==> config.mk <==
export PLATFORM = sky130hd
export DESIGN_NAME = pchr_readout
export DESIGN_NICKNAME = d
export VERILOG_FILES = /design/src/rtl/core/pchr_pkg.sv /design/src/rtl/core/pchr_readout.sv
export SDC_FILE = /design/constraint.sdc
export NUM_CORES = 1
export LEC_CHECK = 0
export ABC_AREA = 0
export ABC_CLOCK_PERIOD_IN_PS = 3280
export BUFFER_PORTS_ARGS = -buffer_cell sky130_fd_sc_hd__buf_2
export CAP_MARGIN = 20
export CORE_AREA = 8 8 243 245
export CTS_CLUSTER_SIZE = 28
export DETAILED_ROUTE_END_ITERATION = 7
export DIE_AREA = 0 0 251 253
export PLACE_DENSITY = 0.71
export SLEW_MARGIN = 30
export SYNTH_ARGS = -nofsm -noshare
export SYNTH_HDL_FRONTEND = slang
export SYNTH_SLANG_ARGS = --single-unit
==> constraint.sdc <==
create_clock -name clk -period 3.28 [get_ports clk]
set_clock_uncertainty 0.05 [all_clocks]
set_input_delay 0.164 -clock clk [delete_from_list [all_inputs] [get_ports clk]]
set_output_delay 0.164 -clock clk [all_outputs]
set_load 0.01 [all_outputs]
==> src/rtl/core/pchr_pkg.sv <==
// Shared constants and types of the point cloud height raster.
// Used by every module in rtl/core; depends on nothing else.
`timescale 1ns / 1ps
`default_nettype none

package pchr_pkg;

  localparam int GRID  = 8;                   // pixels per row and per column
  localparam int NPIX  = GRID * GRID;
  localparam int AW    = $clog2(NPIX);        // store address width
  localparam int GW    = $clog2(GRID);        // row / column counter width
  localparam int RC_W  = 3;                   // row / column field width on the port
  localparam int QW    = $clog2(GRID + 1);    // axis quotient bits, quotient <= GRID
  localparam int VBITS = 8;                   // height quotient bits
  localparam int LAT   = VBITS + 1;           // stages after the input register
  localparam int ACC_ST = 4;                  // stages of the acceptance test
  localparam int VMAX  = 255;

  localparam logic [14:0]        RANGE_RST = 15'd2560;
  localparam logic signed [15:0] COS_RST   = -16'sd8192;

  typedef enum logic [0:0] {
    CFG_RANGE = 1'b0,
    CFG_COS   = 1'b1
  } cfg_idx_t;

  typedef enum logic [0:0] {
    KIND_POINT = 1'b0,
    KIND_EOF   = 1'b1
  } kind_t;

  // request leaving the arithmetic pipeline toward the store
  typedef struct packed {
    logic            vld;
    logic            eof;
    logic            keep;
    logic [GW-1:0]   row;
    logic [GW-1:0]   col;
    logic [VBITS-1:0] val;
  } pix_req_t;

endpackage

`default_nettype wire

==> src/rtl/core/pchr_readout.sv <==
// Height store with per-pixel valid bits, frame readout sweep and output register.
// Depends on pchr_pkg.
`timescale 1ns / 1ps
`default_nettype none

module pchr_readout (
  input  wire logic              clk,
  input  wire logic              rst_n,
  input  wire pchr_pkg::pix_req_t req,
  output logic                   pipe_en,
  output logic                   out_tvalid,
  input  wire logic              out_tready,
  output logic [15:0]            out_tdata,
  output logic                   out_tlast
);
  import pchr_pkg::*;

  logic [VBITS-1:0] mem [NPIX];
  logic [NPIX-1:0]  vld_r;

  logic          busy_r;
  logic [GW-1:0] row_r, col_r;

  logic             s1_v_r, s1_last_r, s1_hit_r;
  logic [GW-1:0]    s1_row_r, s1_col_r;
  logic [VBITS-1:0] s1_q_r;

  logic             out_valid_r, out_last_r;
  logic [GW-1:0]    out_row_r, out_col_r;
  logic [VBITS-1:0] out_val_r;

  logic          commit, wr_en, rd_en, issue, last_pix;
  logic [AW-1:0] wr_addr, rd_addr;

  assign pipe_en  = !busy_r;
  assign commit   = pipe_en && req.vld;
  assign wr_en    = commit && (req.eof == KIND_POINT) && req.keep;
  assign wr_addr  = AW'(req.row) * AW'(GRID) + AW'(req.col);
  assign rd_en    = !out_valid_r || out_tready;
  assign issue    = busy_r && rd_en;
  assign rd_addr  = AW'(row_r) * AW'(GRID) + AW'(col_r);
  assign last_pix = (row_r == GW'(GRID - 1)) && (col_r == GW'(GRID - 1));

  always_ff @(posedge clk) begin
    if (wr_en) begin
      mem[wr_addr] <= req.val;
    end
    if (issue) begin
      s1_q_r <= mem[rd_addr];
    end
  end

  always_ff @(posedge clk) begin
    if (!rst_n) begin
      busy_r      <= 1'b0;
      row_r       <= '0;
      col_r       <= '0;
      vld_r       <= '0;
      s1_v_r      <= 1'b0;
      out_valid_r <= 1'b0;
    end else begin
      if (commit && (req.eof == KIND_EOF)) begin
        busy_r <= 1'b1;
        row_r  <= '0;
        col_r  <= '0;
      end
      if (wr_en) begin
        vld_r[wr_addr] <= 1'b1;
      end
      if (rd_en) begin
        s1_v_r      <= issue;
        out_valid_r <= s1_v_r;
      end
      // sweep: read each pixel once and clear it behind the read
      if (issue) begin
        vld_r[rd_addr] <= 1'b0;
        if (col_r == GW'(GRID - 1)) begin
          col_r <= '0;
          row_r <= row_r + 1'b1;
        end else begin
          col_r <= col_r + 1'b1;
        end
        if (last_pix) begin
          busy_r <= 1'b0;
        end
      end
    end
  end

  always_ff @(posedge clk) begin
    if (issue) begin
      s1_row_r  <= row_r;
      s1_col_r  <= col_r;
      s1_last_r <= last_pix;
      s1_hit_r  <= vld_r[rd_addr];
    end
    if (rd_en && s1_v_r) begin
      out_row_r  <= s1_row_r;
      out_col_r  <= s1_col_r;
      out_last_r <= s1_last_r;
      out_val_r  <= s1_hit_r ? s1_q_r : '0;
    end
  end

  assign out_tvalid = out_valid_r;
  assign out_tlast  = out_last_r;
  assign out_tdata  = {2'b00, out_val_r, RC_W'(out_col_r), RC_W'(out_row_r)};

`ifndef SYNTHESIS
  a_sweep_ends_on_last: assert property (@(posedge clk) disable iff (!rst_n)
    $fell(busy_r) |-> $past(issue && last_pix))
    else $error("readout sweep ended before the last pixel");

  a_last_is_corner: assert property (@(posedge clk) disable iff (!rst_n)
    (out_valid_r && out_last_r) |->
      (out_row_r == GW'(GRID - 1)) && (out_col_r == GW'(GRID - 1)))
    else $error("frame end flagged away from the last pixel");

  a_eof_starts_sweep: assert property (@(posedge clk) disable iff (!rst_n)
    (commit && (req.eof == KIND_EOF)) |=> busy_r && (row_r == '0) && (col_r == '0))
    else $error("end of frame did not start the sweep at pixel zero");

  a_no_write_in_sweep: assert property (@(posedge clk) disable iff (!rst_n)
    busy_r |=> !$past(wr_en))
    else $error("store written during readout sweep");
`endif

endmodule

`default_nettype wire

# --- Yosys cells after proc, flatten, opt, wreduce, memory -nomap -nowiden ---
# Memory sizes are Yosys's and may differ from the RTL's. A register that Yosys moved wholly into a read port is not among the register bits.
# Cells that the tools add are included.
totals:
  register_bits: 96
  mem_count: 1
  ramBits: 512
  elab_cells: 62
mem_list:
  columns: ["memory", "depth", "width", "read_ports", "rd_ports_with_merged_regs", "wr", "line", "text"]
  rows:
  - ["mem", 64, 8, 1, 1, 1, "pchr_readout.sv:18", "logic [VBITS-1:0] mem [NPIX];"]
classes:
  bitwise_logic: 4
  n_reduce_logical: 13
  n_lt_le_gt_ge: 4
  eq_ne: 2
  n_mux: 20
  addsub: 4
ops:
  columns: ["cell", "count"]
  rows:
  - ["$mux 64", 3]
  - ["$and 64x64->64", 1]
  - ["$not 64->64", 1]
  - ["$or 64x64->64", 1]
  - ["$mux 3", 6]
  - ["$lt 6x7->1 const B", 2]
  - ["$add 6x3->6", 2]
  - ["$demux 1 s6", 2]
  - ["$ge 6x1->1 const B", 2]
  - ["$logic_and 1x1->1", 9]
  - ["$mux 1", 8]
  - ["$add 3x1->3 const B", 2]
  - ["$bmux 1 s6", 1]
  - ["$eq 3x3->1 const B", 2]
  - ["$logic_not 1->1", 2]
  - ["$reduce_bool 2->1", 1]
  - ["$logic_or 1x1->1", 1]
  - ["$not 1->1", 1]

# --- Depth between registers and ports, before layout ---
depth:
  ltp_word: 10
  mapped_depth: 10
  ltp_nobuf: 7

# --- Least setup slack after synthesis ---
# Ideal clock, no wire load.
synth_timing:
  path_type: "reg-to-reg"
  start: "reg col_r[0]"
  end: "reg s1_q_r[4] (read register of mem), data pin"
  setup_time_ns: 0.272
  period_less_slack_ns: 2.288
  setup_slack_ns: 0.992
  n_path_buf: 2
  path_stages_with_launch: 8
  arrival_time_ns: 1.966
  cell_sequence: "dfxtp_1 -> buf_6 -> buf_6 -> mux2_2 -> a221oi_1 -> o22ai_1 -> and2_0 -> or4_1"
synth_via:
  elab_chain_len: 1
synth_lines:
  columns: ["element", "line", "text"]
  rows:
  - ["start, declared", "pchr_readout.sv:22", "logic [GW-1:0] row_r, col_r;"]
  - ["start signal, assigned", "pchr_readout.sv:81", "col_r <= col_r + 1'b1;"]
  - ["$add 6x3->6", "pchr_readout.sv:41", "assign rd_addr = AW'(row_r) * AW'(GRID) + AW'(col_r);"]
  - ["end, declared", "pchr_readout.sv:26", "logic [VBITS-1:0] s1_q_r;"]
# No other way between the ends.
# A chain may end at the register's enable or synchronous reset.

# --- Final worst setup path ---
layout_timing:
  start: "reg col_r[0]"
  end: "reg s1_q_r[2] (read register of mem), data pin"
# Same word-level chain as after synthesis.

==> summary.txt <==
=====================================================================================
Total wire length after detailed routing ...............................     73800 um
Data arrival time of the worst path ....................................      3.55 ns
Maximum ir drop on the vdd rail ........................................   0.000405 V
Root buf cell ..........................................................    clkbuf_16
Highest-count cells in the layout ignoring fill and taps ............... edfxtp_1, buf_4, nor2_1
R2R setup slack ........................................................      0.04 ns
Number of stages on the worst hold path ................................            1
Routability congestion estimate from global placement ..................        0.997
Worst-Margin Slew ......................................................     0.977 ns
Hold Fails Final Rpt ...................................................            0
Share of the cycle needed by the critical path after routing ...........        98.8%
Antenna diode count ....................................................            0
Post-layout total power ................................................      16.1 mW
DR vias/cell ...........................................................         6.58
Cell type group with the largest total delay on the critical path ...... compound AO/OA/AOI/OAI gates
Clock transition at the registers of the reported paths ................      0.06 ns
Initial antenna violation count ........................................            0
Effective utilization at floorplan .....................................        43.4%
Worst-case setup slack after placement .................................    0.0866 ns
Switching power ........................................................      3.41 mW
Maximum fanout along the worst path ....................................           24
Number of flip-flops and latches in the synthesized netlist ............          616
Count of TritonRoute iterations in the first routing pass ..............            5
Placeable core area ....................................................    55500 um2
Number of cell instances on the worst register-to-register path ........            8
Post-Route Hold Slack ..................................................    0.0235 ns
Final ANT Viol Nets ....................................................            0
Worst EP required ......................................................      3.59 ns
Share of synthesized area occupied by flip-flops and latches ...........        73.8%
Number of vias after detailed routing ..................................        15.9k
Element type at the critical path start ................................     register
Leakage ................................................................      8.90 nW
Number of max-slew violations in the final report ......................            0
Horizontal die dimension ...............................................       251 um
Largest net degree at the start of global routing ......................           74
Chip height ............................................................       253 um
Post-synth ARST share ..................................................           0%
Net count, final .......................................................         1673
Type of destination of the critical path ...............................     register
Worst min path class ...................................................       in2reg
Layout Area Growth over Synthesis ......................................        15.8%
Most frequent standard cell in the layout excluding fill and tap cells .     edfxtp_1
Layout cell share with drive strength beyond 1 .........................        23.3%
Total CTS buffers ......................................................           60
Average cell area after synthesis ......................................     15.9 um2
Clk_lat worst skew .....................................................      0.64 ns
Synth top area share ...................................................        67.7%
Crit path largest cell delay ...........................................      0.58 ns
Cell count along the critical path .....................................            8
RSZ-0062 raised after global routing ...................................           no
Synthesized instance count .............................................         1519
Maximum clock insertion buffer count ...................................            3
Die ar. ................................................................    63500 um2
Total I/O pin count ....................................................           39
Setup violations, final ................................................            0
Post-layout util .......................................................        50.3%
Yosys Warn Count .......................................................            0
Clock tree from TritonCTS ..............................................        built
Cell at the slowest stage of the critical path .........................       or4b_1
Buffers & Inverters on Critical Path ...................................            2
Post-synthesis instance area ...........................................    24100 um2
Vias in the first global route .........................................        15.3k
Library cell occupying the most area in the post-synthesis netlist .....     edfxtp_1
Cell-by-cell listing of the critical path .............................. buf_12 > and2_2 > buf_4 > a22oi_1 > o22ai_1 > o22ai_2 > o21ai_0 > or4b_1
Fraction of power consumed by sequential logic .........................        53.1%
Most instantiated flip-flop cell in the synthesis netlist ..............     edfxtp_1
Combinational power share ..............................................         3.8%
Switching share of total power .........................................        21.1%
Time the final worst path needs with I/O delays and setup ..............      3.24 ns
Internal Dissipation ...................................................      12.7 mW
WS Path Type ...........................................................      reg2reg
Global-route wire length before repair .................................    106000 um
Htree depth ............................................................            2
Number of core rows ....................................................           87
Headroom to the max-slew limit .........................................        34.2%
Status .................................................................    completed
Residual DRC ...........................................................            0
Wire length per cell after detailed routing ............................      30.6 um
Remaining global-route overflow ........................................            0
Number of synthesized flops with an enable pin .........................          543
Post-route setup TNS ...................................................         0 ns
Port Buf Inserts .......................................................           36
Overall routing resource usage .........................................        22.7%
Clock Sink Count .......................................................          616
F_max ..................................................................      309 MHz
Synth area leaders ..................................................... edfxtp_1, dfxtp_1, a221oi_1
Hpwl dp ................................................................     47900 um
Max Cap Violations .....................................................            0
Yosys cell types .......................................................           64
First-iteration detailed-routing DRC count .............................         2415
Share of total power in the clock network ..............................        43.2%
Pwr Density ............................................................   579 nW/um2
Worst-case setup margin in the final layout ............................    0.0392 ns
=====================================================================================
[cells in the mapped netlist (10+ instances only)]
library cell  instances
mux4_2               11
clkbuf_1             53
nor2_1              109
mux2i_1              38
o22ai_1              28
nand3_1              27
a22oi_1              90
o32ai_1              10
o21ai_0              42
nor3_1               18
edfxtp_1            543
nand2_1              52
and2_1               14
buf_2                39
mux2_2               26
a221oi_1            100
dfxtp_1              73
o221a_2              65
nor2b_1              15
a21oi_1              27
buf_4                10
[power groups by stage]
stage	registers [mW]	clock network (mW)	logic, mW
6_report	8.57	6.97	0.608
4_1_cts	8.57	7.00	0.596
5_1_grt	8.57	7.31	0.632
3_3_place_gp	8.74	0	0.573
2_1_floorplan	8.73	0	0.280
3_5_place_dp	8.74	0	0.590
[per-layer routing]
layer | vias up | wire length, um | track usage, %
li1 | 6499 | - | -
met5 | - | 0 | 0
met2 | 1244 | 32300 | 33.8
met1 | 7926 | 28500 | 31.3
met3 | 199 | 9300 | 5.15
met4 | 0 | 3690 | 10.9
[stage by stage]
stage | std cells | area, um2
after floorplan | 1520 | 24100
after global placement | 2295 | 25800
after detailed placement | 2296 | 25900
after CTS | 2412 | 27900
after global routing | 2412 | 27900
final | 2412 | 27900
[layout make-up]
type	count	area (um2)
clock buffers	78	1650
clock inverters	35	333
fillers	4546	27600
inverters	4	15.0
multi-input cells	783	5770
flip-flops and latches	616	17800
well taps	712	891
repair buffers	184	1460
[path summary, 6_finish.rpt]
kind | from | to
setup / recovery | col_r[0]$_SDFFE_PN0P_ | s1_q_r[2]$_DFFE_PP_
hold / removal | req[5] | mem[39][5]$_DFFE_PP_
setup reg to reg | col_r[0]$_SDFFE_PN0P_ | s1_q_r[2]$_DFFE_PP_
hold reg to reg | s1_last_r$_DFFE_PP_ | out_tlast$_DFFE_PP_
[registers in the layout (all words and copies together), names as in the netlist]
signal,count
s1_last_r,1
out_tlast,1
s1_col_r,3
vld_r,64
s1_q_r,8
out_tvalid,1
s1_hit_r,1
out_val_r,8
busy_r,1
s1_row_r,3
mem,512
col_r,3
row_r,3
out_row_r,3
s1_v_r,1
out_col_r,3
[kinds of logic (layout without fill, tap and decap cells)]
family                     after synthesis  count (layout)  synth area share, %
and+or+nand+nor                        282             282                 5.61
other                                    1               2               0.0156
muxes                                   76              76                 3.93
buffers and inverters                  121             301                 2.49
DFF                                    616             616                 73.8
adders and majority gates                4               4                0.208
AOI/OAI and AO/OA                      419             419                 14.0
[timing repair]
item,in CTS,in global routing
buffers inserted,0,0
hold endpoints to repair,22,0
setup endpoints to repair,0,1
resized for setup,0,1
hold buffers,3,0
Power figures use the tool's default switching activity.
