`config.mk`:
```
export PLATFORM = sky130hd
export DESIGN_NAME = pchr_quot
export DESIGN_NICKNAME = d
export VERILOG_FILES = /design/src/rtl/core/pchr_pkg.sv /design/src/rtl/core/pchr_quot.sv
export SDC_FILE = /design/constraint.sdc
export NUM_CORES = 1
export LEC_CHECK = 0
export BUFFER_PORTS_ARGS = -buffer_cell sky130_fd_sc_hd__buf_2
export CORE_ASPECT_RATIO = 2
export CORE_UTILIZATION = 40
export CTS_CLUSTER_SIZE = 28
export DETAILED_ROUTE_END_ITERATION = 8
export PLACE_DENSITY = 0.59
export SLEW_MARGIN = 20
export SYNTH_ARGS = -nofsm -noshare
export SYNTH_HDL_FRONTEND = slang
export SYNTH_SLANG_ARGS = --single-unit
export TNS_END_PERCENT = 30
```
`constraint.sdc`:
```
create_clock -name clk -period 6.05 [get_ports clk]
set_clock_uncertainty 0.15 [all_clocks]
set_input_delay 1.21 -clock clk [delete_from_list [all_inputs] [get_ports clk]]
set_output_delay 1.21 -clock clk [all_outputs]
set_load 0.1 [all_outputs]
```
`src/rtl/core/pchr_pkg.sv`:
```
// Shared constants and types of the point cloud height raster.
// Used by every module in rtl/core; depends on nothing else.
`timescale 1ns / 1ps
`default_nettype none

package pchr_pkg;

  localparam int GRID  = 8;                   // pixels per row and per column
  localparam int NPIX  = GRID * GRID;
  localparam int AW    = $clog2(NPIX);        // store address width
  localparam int GW    = $clog2(GRID);        // row / column counter width
  localparam int RC_W  = 3;                   // row / column field width on the port
  localparam int QW    = $clog2(GRID + 1);    // axis quotient bits, quotient <= GRID
  localparam int VBITS = 8;                   // height quotient bits
  localparam int LAT   = VBITS + 1;           // stages after the input register
  localparam int ACC_ST = 4;                  // stages of the acceptance test
  localparam int VMAX  = 255;

  localparam logic [14:0]        RANGE_RST = 15'd2560;
  localparam logic signed [15:0] COS_RST   = -16'sd8192;

  typedef enum logic [0:0] {
    CFG_RANGE = 1'b0,
    CFG_COS   = 1'b1
  } cfg_idx_t;

  typedef enum logic [0:0] {
    KIND_POINT = 1'b0,
    KIND_EOF   = 1'b1
  } kind_t;

  // request leaving the arithmetic pipeline toward the store
  typedef struct packed {
    logic            vld;
    logic            eof;
    logic            keep;
    logic [GW-1:0]   row;
    logic [GW-1:0]   col;
    logic [VBITS-1:0] val;
  } pix_req_t;

endpackage

`default_nettype wire

```
`src/rtl/core/pchr_quot.sv`:
```
// Pipelined restoring dividers: row and column from x and y, height from z.
// One quotient bit per stage; depends on pchr_pkg.
`timescale 1ns / 1ps
`default_nettype none

module pchr_quot (
  input  wire logic                clk,
  input  wire logic                en,
  input  wire logic signed [15:0]  x,
  input  wire logic signed [15:0]  y,
  input  wire logic signed [15:0]  z,
  input  wire logic [14:0]         range_lim,
  output logic [pchr_pkg::GW-1:0]  row,
  output logic [pchr_pkg::GW-1:0]  col,
  output logic [pchr_pkg::VBITS-1:0] val
);
  import pchr_pkg::*;

  localparam int NW  = 17 + $clog2(GRID);  // axis numerator width
  localparam int AXW = NW + QW;
  localparam int VW  = 24;                 // height numerator width

  logic signed [17:0] sx, sy;
  logic [NW-1:0] nx, ny;
  logic [VW-1:0] nz;

  logic [NW-1:0]    xrem_r [VBITS+1];
  logic [NW-1:0]    yrem_r [VBITS+1];
  logic [VW-1:0]    zrem_r [VBITS+1];
  logic [QW-1:0]    xq_r   [VBITS+1];
  logic [QW-1:0]    yq_r   [VBITS+1];
  logic [VBITS-1:0] zq_r   [VBITS+1];

  logic [NW-1:0]    xrem_nxt [VBITS+1];
  logic [NW-1:0]    yrem_nxt [VBITS+1];
  logic [VW-1:0]    zrem_nxt [VBITS+1];
  logic [QW-1:0]    xq_nxt   [VBITS+1];
  logic [QW-1:0]    yq_nxt   [VBITS+1];
  logic [VBITS-1:0] zq_nxt   [VBITS+1];

  // numerators: (coord + r) * GRID over 2r, z * 255 over r
  always_comb begin
    sx = 18'(x) + $signed({3'b000, range_lim});
    sy = 18'(y) + $signed({3'b000, range_lim});
    nx = (sx > 18'sd0) ? NW'(sx[16:0]) * NW'(GRID) : '0;
    ny = (sy > 18'sd0) ? NW'(sy[16:0]) * NW'(GRID) : '0;
    nz = (z > 16'sd0) ? VW'(z[14:0]) * VW'(VMAX) : '0;
  end

  always_comb begin
    for (int k = 0; k <= VBITS; k++) begin
      xrem_nxt[k] = '0;
      yrem_nxt[k] = '0;
      zrem_nxt[k] = '0;
      xq_nxt[k]   = '0;
      yq_nxt[k]   = '0;
      zq_nxt[k]   = '0;
    end
    for (int k = 1; k <= VBITS; k++) begin
      xrem_nxt[k] = xrem_r[k-1];
      yrem_nxt[k] = yrem_r[k-1];
      zrem_nxt[k] = zrem_r[k-1];
      xq_nxt[k]   = xq_r[k-1];
      yq_nxt[k]   = yq_r[k-1];
      zq_nxt[k]   = zq_r[k-1];
      if (k <= QW) begin
        if (AXW'(xrem_r[k-1]) >= (AXW'({range_lim, 1'b0}) << (QW - k))) begin
          xrem_nxt[k] = NW'(AXW'(xrem_r[k-1]) - (AXW'({range_lim, 1'b0}) << (QW - k)));
          xq_nxt[k][QW-k] = 1'b1;
        end
        if (AXW'(yrem_r[k-1]) >= (AXW'({range_lim, 1'b0}) << (QW - k))) begin
          yrem_nxt[k] = NW'(AXW'(yrem_r[k-1]) - (AXW'({range_lim, 1'b0}) << (QW - k)));
          yq_nxt[k][QW-k] = 1'b1;
        end
      end
      if (zrem_r[k-1] >= (VW'(range_lim) << (VBITS - k))) begin
        zrem_nxt[k] = zrem_r[k-1] - (VW'(range_lim) << (VBITS - k));
        zq_nxt[k][VBITS-k] = 1'b1;
      end
    end
  end

  always_ff @(posedge clk) begin
    if (en) begin
      xrem_r[0] <= nx;
      yrem_r[0] <= ny;
      zrem_r[0] <= nz;
      xq_r[0]   <= '0;
      yq_r[0]   <= '0;
      zq_r[0]   <= '0;
      for (int k = 1; k <= VBITS; k++) begin
        xrem_r[k] <= xrem_nxt[k];
        yrem_r[k] <= yrem_nxt[k];
        zrem_r[k] <= zrem_nxt[k];
        xq_r[k]   <= xq_nxt[k];
        yq_r[k]   <= yq_nxt[k];
        zq_r[k]   <= zq_nxt[k];
      end
    end
  end

  // clamp the edge case coord == r onto the last row / column
  assign row = (xq_r[VBITS] > QW'(GRID - 1)) ? GW'(GRID - 1) : GW'(xq_r[VBITS]);
  assign col = (yq_r[VBITS] > QW'(GRID - 1)) ? GW'(GRID - 1) : GW'(yq_r[VBITS]);
  assign val = zq_r[VBITS];

endmodule

`default_nettype wire

```
[After elaboration in Yosys (flattened, before gate mapping)]
Memories as Yosys holds them, arrays and structs flattened.
Cells that the tools add are included.
Storage, ports and cells
  register bits: 0
  memory bits (writable): 720
  input port bits: 65
  output and inout port bits: 14
  word-level logic and storage cells: 85
  memories kept: 6
Memory list
  zrem_r: depth 9, bits a word 24, rd ports 8, clocked after Yosys merged registers in 0, wr ports 9, RTL line pchr_quot.sv:29  | logic [VW-1:0] zrem_r [VBITS+1];
  xrem_r: depth 9, bits a word 20, rd ports 8, clocked after Yosys merged registers in 0, wr ports 9, RTL line pchr_quot.sv:27  | logic [NW-1:0] xrem_r [VBITS+1];
  yrem_r: depth 9, bits a word 20, rd ports 8, clocked after Yosys merged registers in 0, wr ports 9, RTL line pchr_quot.sv:28  | logic [NW-1:0] yrem_r [VBITS+1];
  zq_r: depth 9, bits a word 8, rd ports 9, clocked after Yosys merged registers in 0, wr ports 9, RTL line pchr_quot.sv:32  | logic [VBITS-1:0] zq_r [VBITS+1];
  xq_r: depth 9, bits a word 4, rd ports 9, clocked after Yosys merged registers in 0, wr ports 9, RTL line pchr_quot.sv:30  | logic [QW-1:0] xq_r [VBITS+1];
  yq_r: depth 9, bits a word 4, rd ports 9, clocked after Yosys merged registers in 0, wr ports 9, RTL line pchr_quot.sv:31  | logic [QW-1:0] yq_r [VBITS+1];
Operators by class
  add/subtract/negate cells: 18
  multipliers: 1
  $lt $le $gt $ge: 21
  mux-type cells: 39
Operator list (count)
  two-way mux 20 bit: 10
  two-way mux 24 bit: 8
  greater-or-equal comparator 20 x 16 -> 1 bit: 2
  greater-or-equal comparator 20 x 17 -> 1 bit: 2
  greater-or-equal comparator 20 x 18 -> 1 bit: 2
  greater-or-equal comparator 20 x 19 -> 1 bit: 2
  subtractor 20 x 16 -> 20 bit: 2
  subtractor 20 x 17 -> 20 bit: 2
  subtractor 20 x 18 -> 20 bit: 2
  subtractor 20 x 19 -> 20 bit: 2
  adder 16 x 16 -> 17 bit: 2
  > comparator 17 x 1 -> 1 bit (second input constant): 2
  greater-or-equal comparator 24 x 15 -> 1 bit: 1
  greater-or-equal comparator 24 x 16 -> 1 bit: 1
  greater-or-equal comparator 24 x 17 -> 1 bit: 1
  greater-or-equal comparator 24 x 18 -> 1 bit: 1
  greater-or-equal comparator 24 x 19 -> 1 bit: 1
  greater-or-equal comparator 24 x 20 -> 1 bit: 1
  greater-or-equal comparator 24 x 21 -> 1 bit: 1
  greater-or-equal comparator 24 x 22 -> 1 bit: 1
  subtractor 24 x 15 -> 24 bit: 1
  subtractor 24 x 16 -> 24 bit: 1
  subtractor 24 x 17 -> 24 bit: 1
  subtractor 24 x 18 -> 24 bit: 1
  other kinds (10): 29

[Depth between registers and ports, before layout]
Gate-level depths: netlist of run 1.
  depth in word-level cells: 3
  gate-level depth with buffers: 18
  mapped depth without buffers: 18

[Least setup slack after synthesis of run 1]
No wires, ideal clock.
  kind: in2reg
  start: input port z[4]
  end: memory zrem_r[0][20], data pin
  data arrival time: 5.344 ns
  path slack: 0.290 ns
  cell stages on the path: 18
  path buffers: 0
  cells stage by stage: inv_1 > fa_1 > inv_1 > fa_1 > fa_1 > inv_1 > fa_1 > inv_1 > ha_1 > o21a_1 > o21a_1 > and3_1 > a211oi_1 > o31a_1 > o21bai_1 > a21oi_1 > xor2_1 > nor2_1
RTL lines
  from (decl): RTL line pchr_quot.sv:11  | input wire logic signed [15:0] z,
  to (decl): RTL line pchr_quot.sv:29

==> results.json, run 1 <==
{
  "status": "finished clean",
  "drt_pass1_iterations": 7,
  "rsz0062_at_grt": "false",
  "place.gp.congestion": 0.8876,
  "synth_cells": 2781,
  "holdCritPathClass": "flop to flop",
  "io_pins": 79,
  "synth_most_common_cell": "sky130_fd_sc_hd__edfxtp_1",
  "cap_violations": 0,
  "total_routing_usage_reported_by_global_routing_pct": 18.49,
  "drt-vias-per-instance": 5.472,
  "cts-htree-levels": 2,
  "min-delay-start": "yq_r[0][27]",
  "detailroute.via_count": 21252,
  "worst_r2r_startpoint": "xrem_r[0][29]",
  "max_slew.worst_pin.slew_ps": 901.8,
  "maximum_number_of_pins_on_one_net_before_global_route_repair": 159,
  "dominantRegCellSynth": "sky130_fd_sc_hd__edfxtp_1",
  "critical_path_arrival_ps": 5760,
  "synth.lib_cells_used.distinct": 79,
  "area_growth_pct": 11.04,
  "setup_violations_final": 0,
  "first_global_vias": 22391,
  "final_design_area_no_fill_um2": 32970,
  "post_dp_cell_area_um2": 31680,
  "utilization_after_layout_pct": 44.81,
  "num_rows": 141,
  "die_area_um2": 75380,
  "initial_core_util_pct": 40.35,
  "place_hpwl_um": 53510,
  "finalWorstPathRequiredPeriod_ps": 5599,
  "grt_remaining_overflow": 0,
  "antennaDiodeCount": 0,
  "worstSetupPathType": "primary input to flop",
  "ys_seq_area_share_pct": 42.18,
  "clock_sink_count": 417,
  "cts-resized-gates": 0,
  "critical_path_required_ps": 6210,
  "vdd_drop_max_mv": 0.2086,
  "clock_path_buffers": 3,
  "synth_top_area_share_pct": 42.18,
  "timing.final.max_slew_violations": 0,
  "cts.root.buffer_cell": "sky130_fd_sc_hd__clkbuf_16",
  "synth-edff-count": 417,
  "critPathLaunch": "z[5]",
  "critical_path_endpoint_category": "flop",
  "detail-route-antenna-nets": 0,
  "post_drt_wl_per_cell_um": 17.92,
  "routed_wirelength_um": 69600,
  "timing_limited_maximum_frequency_mhz": 178.6,
  "synthTopCellsByArea": "sky130_fd_sc_hd__edfxtp_1 42%, sky130_fd_sc_hd__ha_1 13%, sky130_fd_sc_hd__fa_1 5.4%",
  "worst_skew_pair.late_latency_ps": 560,
  "coreArea_um2": 73570,
  "syn_area_um2": 29690,
  "setup_total_negative_slack_ps": 0,
  "synth_top_area_cell": "sky130_fd_sc_hd__edfxtp_1",
  "post_route_hold_slack_ps": 264.9,
  "synth_warnings": 0,
  "detail_route.drc_violations": 0,
  "cts_buffers": 39,
  "grt_pass1_wl_um": 111400,
  "slowest_delay_ps": 560,
  "powerDensity_nw_per_um2": 456.3,
  "chipWidth_um": 194.6,
  "cts_setup_buffers": 0,
  "port_buffers": 78,
  "fin_nets": 3391,
  "number_of_hold_buffers_added_after_cts": 0,
  "drive_above_1_share_pct": 10.02,
  "critical_path.n_buffers_inverters": 7,
  "cts.clk_slew.worst_paths_ps": 70,
  "max_slew_margin_pct": 39.88,
  "worst_setup_path_start_kind": "primary input",
  "critical_path.slowest_cell": "sky130_fd_sc_hd__fa_1",
  "critical_path.top_delay_family": "adder cells",
  "critPathMaxFanout": 4,
  "power.static_leakage_nw": 13.44,
  "clock_tree_from_tritoncts": "built",
  "die_h_um": 387.3,
  "async_flop_share_pct": 0,
  "drt_iter0_markers": 986,
  "grt_antenna_before_repair": 0,
  "synth_commonest_cells": "417 x sky130_fd_sc_hd__edfxtp_1, 318 x sky130_fd_sc_hd__ha_1, 269 x sky130_fd_sc_hd__nor2_1",
  "cp_cell_sequence": "buf_2 > inv_1 > buf_4 > fa_1 > inv_1 > fa_1 > fa_1 > inv_1 > fa_1 > inv_1 > ha_1 > a21o_1 > a21oi_1 > nand2_1 > a211oi_1 > buf_4 > o31a_1 > o21bai_1 > a21oi_1 > xor2_1 > nor2_1",
  "yosys_register_bits": 417,
  "final_hold_violating_endpoints": 0,
  "final.period_utilization_pct": 92.54,
  "syn_avg_cell_area_um2": 10.68,
  "total_power_mw": 15.04
}
worst paths after layout:
| path | slack [ps] | endpoint | depth (start not counted) |
|---|---|---|---|
| setup / recovery | 450 | zrem_r[0][20] | 21 |
| hold / removal | 260 | yq_r[0][31] | 0 |
| setup reg to reg | 2330 | xrem_r[0][45] | 10 |
| hold reg to reg | 260 | yq_r[0][31] | 0 |
registers in the layout, summed over array words and instances, names as in the netlist:
name / cells
zrem_r: 191
xrem_r: 69
yrem_r: 69
zq_r: 36
xq_r: 26
yq_r: 26
metrics by stage:
stage,std cells,setup WS [ps]
3_5_place_dp,3816,-88.06
5_1_grt,3884,205.2
2_1_floorplan,2782,290.2
4_1_cts,3884,506.6
3_3_place_gp,3816,-63.18
6_report,3884,451.3
placed cells by master, fill, tap and decap left out, types with 37 or more instances in the layout:
master,count
sky130_fd_sc_hd__xnor2_1,120
sky130_fd_sc_hd__nand2b_1,51
sky130_fd_sc_hd__nand3_1,37
sky130_fd_sc_hd__o21ai_0,146
sky130_fd_sc_hd__nor3_1,51
sky130_fd_sc_hd__nor2b_1,45
sky130_fd_sc_hd__o21a_1,52
sky130_fd_sc_hd__a21o_1,72
sky130_fd_sc_hd__inv_1,213
sky130_fd_sc_hd__a21oi_1,234
sky130_fd_sc_hd__clkbuf_16,41
sky130_fd_sc_hd__buf_2,77
sky130_fd_sc_hd__nand2_1,137
sky130_fd_sc_hd__buf_4,61
sky130_fd_sc_hd__ha_1,318
sky130_fd_sc_hd__nor2_1,269
sky130_fd_sc_hd__mux2_2,51
sky130_fd_sc_hd__xor2_1,101
sky130_fd_sc_hd__edfxtp_1,417
sky130_fd_sc_hd__fa_1,80
cell type report:
cell class | instances | area, um^2
fill | 6666 | 40600
multi-input combinational | 2113 | 16240
sequential | 417 | 12520
tap | 929 | 1162
clock buffer | 48 | 1052
timing repair buffer | 144 | 958.4
inverter | 213 | 799.5
clock inverter | 20 | 230.2
routing by layer:
metal	track usage [%]	wire, um
met2	37.30	38740
met1	17.98	25210
met3	1.707	1908
met4	10.03	3739
met5	0	0
report_power, final:
part           switching [mW]  internal (mW)
clock network            1.10           1.45
registers               0.449           4.51
logic                    4.10           3.43
logic make-up (layout without fill, tap and decap cells):
logic type | after synthesis | count (layout) | share of synthesized area, %
AO/OA/AOI/OAI | 689 | 689 | 14.70
XOR/XNOR | 221 | 221 | 6.520
adder cells (fa/ha/maj) | 398 | 398 | 18.80
buffers and inverters | 252 | 425 | 3.275
flip-flops | 417 | 417 | 42.18
multiplexers | 64 | 64 | 2.457
other | 1 | 2 | 0.01263
AND/OR/NAND/NOR | 739 | 739 | 12.06
Note: power is estimated with default switching activity, not from simulation.
==> run 2: changes to the inputs <==
==> constraint.sdc (replaced) <==
create_clock -name clk -period 6.05 [get_ports clk]
set_clock_uncertainty 0.15 [all_clocks]
set_input_delay 0.3025 -clock clk [delete_from_list [all_inputs] [get_ports clk]]
set_output_delay 0.3025 -clock clk [all_outputs]
set_load 0.1 [all_outputs]
==> results.json, run 2 (synthesis gave the netlist of run 1 again) <==
{
  "status": "finished clean",
  "fin_nets": 3367,
  "initial_core_util_pct": 40.35,
  "grt_antenna_before_repair": 0,
  "total_routing_usage_reported_by_global_routing_pct": 18.63,
  "cts.clk_slew.worst_paths_ps": 70,
  "die_h_um": 387.3,
  "detailroute.via_count": 21258,
  "detail-route-antenna-nets": 0,
  "crit_path_end": "zrem_r[0][20]",
  "place.gp.congestion": 0.8868,
  "cp_cell_sequence": "buf_2 > inv_1 > fa_1 > fa_1 > inv_1 > fa_1 > inv_1 > fa_1 > inv_1 > ha_1 > o21a_1 > o21a_1 > and3_1 > a211oi_1 > o31a_1 > o21bai_1 > a21oi_1 > xor2_1 > nor2_1",
  "antennaDiodeCount": 0,
  "layout_commonest_cell": "sky130_fd_sc_hd__edfxtp_1",
  "worst_r2r_startpoint": "yrem_r[0][4]",
  "critical_path_endpoint_category": "flop",
  "r2r_setup_slack_ps": 2210,
  "max_slew.worst_pin.slew_ps": 1027,
  "clock_path_buffers": 3,
  "grt_remaining_overflow": 0,
  "place_hpwl_um": 53310,
  "worstSetupPathType": "primary input to flop",
  "final_hold_violating_endpoints": 0,
  "worst_skew_pair.late_latency_ps": 550,
  "setup_violations_final": 0,
  "regToRegEndpoint": "yrem_r[0][34]",
  "area_growth_pct": 10.22,
  "drt_pass1_iterations": 7,
  "clock_tree_from_tritoncts": "built",
  "die_area_um2": 75380,
  "post_drt_wl_per_cell_um": 17.97,
  "critPathLaunch": "z[5]",
  "utilization_after_layout_pct": 44.48,
  "vdd_drop_max_mv": 0.2358,
  "critical_path.n_buffers_inverters": 5,
  "setup_total_negative_slack_ps": 0,
  "critical_path_arrival_ps": 5080,
  "cts_buffers": 40,
  "maximum_number_of_pins_on_one_net_before_global_route_repair": 154,
  "holdCritPathClass": "primary input to flop",
  "first_global_vias": 22472,
  "cts-resized-gates": 0,
  "clock_sink_count": 417,
  "timing.final.max_slew_violations": 0,
  "timing_limited_maximum_frequency_mhz": 203.1,
  "io_pins": 79,
  "detail_route.drc_violations": 0,
  "critPathMaxFanout": 6,
  "grt_pass1_wl_um": 111800,
  "largest_reg_flops": 191,
  "port_buffers": 78,
  "final.period_utilization_pct": 81.38,
  "worst_setup_path_start_kind": "primary input",
  "drive_above_1_share_pct": 9.113,
  "drt_iter0_markers": 902,
  "num_rows": 141,
  "drt-vias-per-instance": 5.509,
  "cp.depth": 19,
  "top_flop_regs": "zrem_r (191), xrem_r (69), yrem_r (69)",
  "finalWorstPathRequiredPeriod_ps": 4924,
  "layout_common_cells": "417 x sky130_fd_sc_hd__edfxtp_1, 318 x sky130_fd_sc_hd__ha_1, 269 x sky130_fd_sc_hd__nor2_1, 235 x sky130_fd_sc_hd__a21oi_1, 213 x sky130_fd_sc_hd__inv_1",
  "slowest_delay_ps": 570,
  "coreArea_um2": 73570,
  "power.static_leakage_nw": 13.31,
  "worst_r2r_path_depth": 11,
  "critical_path_required_ps": 6200,
  "cts.root.buffer_cell": "sky130_fd_sc_hd__clkbuf_16",
  "cts-htree-levels": 2,
  "max_slew_margin_pct": 30.90,
  "chipWidth_um": 194.6,
  "rsz0062_at_grt": "false",
  "cap_violations": 0,
  "powerDensity_nw_per_um2": 453.5,
  "critical_path.top_delay_family": "adder cells",
  "routed_wirelength_um": 69360,
  "critical_path.slowest_cell": "sky130_fd_sc_hd__fa_1",
  "registers.top_by_ff_count": "zrem_r"
}
[run 2: changes by cell type in the layout (fill, tap and decap cells not counted), sizes merged]
cell | before | now
bufinv | 5 | 4
clkinvlp | 4 | 1
clkbuf | 48 | 51
inv | 213 | 214
buf | 144 | 118
dlygate4sd3 | 0 | 1
[run 2: layout make-up]
cell class / instances / area (um^2)
tap: 929 / 1162
clock buffer: 51 / 1064
sequential: 417 / 12520
fill: 6737 / 40850
timing repair buffer: 119 / 752.0
inverter: 213 / 799.5
clock inverter: 17 / 183.9
multi-input combinational: 2113 / 16240
[run 2: routing by layer]
metal / up-vias / GRT usage, % / wire [um]
met5: - / 0 / 0
met4: 0 / 13.45 / 5265
met3: 210 / 1.976 / 2090
met2: 445 / 36.22 / 37590
met1: 10189 / 17.83 / 24410
li1: 10414 / - / -
[run 2: worst register-to-register path, stage by stage (launching register included)]
cell and delay, ps:
sky130_fd_sc_hd__edfxtp_1 380, sky130_fd_sc_hd__inv_1 70, sky130_fd_sc_hd__ha_1 180, sky130_fd_sc_hd__fa_1 220, sky130_fd_sc_hd__nor2b_1 70, sky130_fd_sc_hd__o31a_1 270
sky130_fd_sc_hd__o21ai_0 310, sky130_fd_sc_hd__a21oi_1 160, sky130_fd_sc_hd__a41o_1 290, sky130_fd_sc_hd__nor4_1 290, sky130_fd_sc_hd__o21a_1 770, sky130_fd_sc_hd__mux2_2 430
[run 2: through the flow]
stage | setup WS [ps] | hold slack, ps | cell area, um^2 | instances | power (mW)
detailed placement | 560.4 | 254.5 | 31450 | 3789 | 12.35
floorplan | 1198 | 250.3 | 29690 | 2782 | 10.68
finish | 1126 | 28.26 | 32720 | 3859 | 14.84
global placement | 659.9 | 250.3 | 31440 | 3789 | 12.08
global route | 920.4 | 53.08 | 32720 | 3859 | 16.05
CTS | 1190 | 2.592 | 32710 | 3858 | 14.93
[run 2: how the worst min path moves through the flow]
stage	from	to	slack, ps	cells past startpoint
2_1_floorplan	xq_r[0][7]	xq_r[0][11]	250	0
3_3_place_gp	zq_r[0][46]	zq_r[0][54]	250	0
3_5_place_dp	xq_r[0][13]	xq_r[0][17]	250	0
4_1_cts	x[0]	xrem_r[0][3]	3	3
5_1_grt	x[0]	xrem_r[0][3]	50	3
6_report	x[0]	xrem_r[0][3]	30	3
[run 2: timing repair]
action | in CTS | in global routing
endpoints found under the hold margin | 2 | 0
buffers inserted | 0 | 0
hold buffers | 1 | 0
[run 2: report_power, final]
group | internal [mW] | leakage [nW] | switching, mW
Sequential | 4.51 | 4.00 | 0.456
Combinational | 3.32 | 8.70 | 4.05
Clock | 1.41 | 0.607 | 1.09
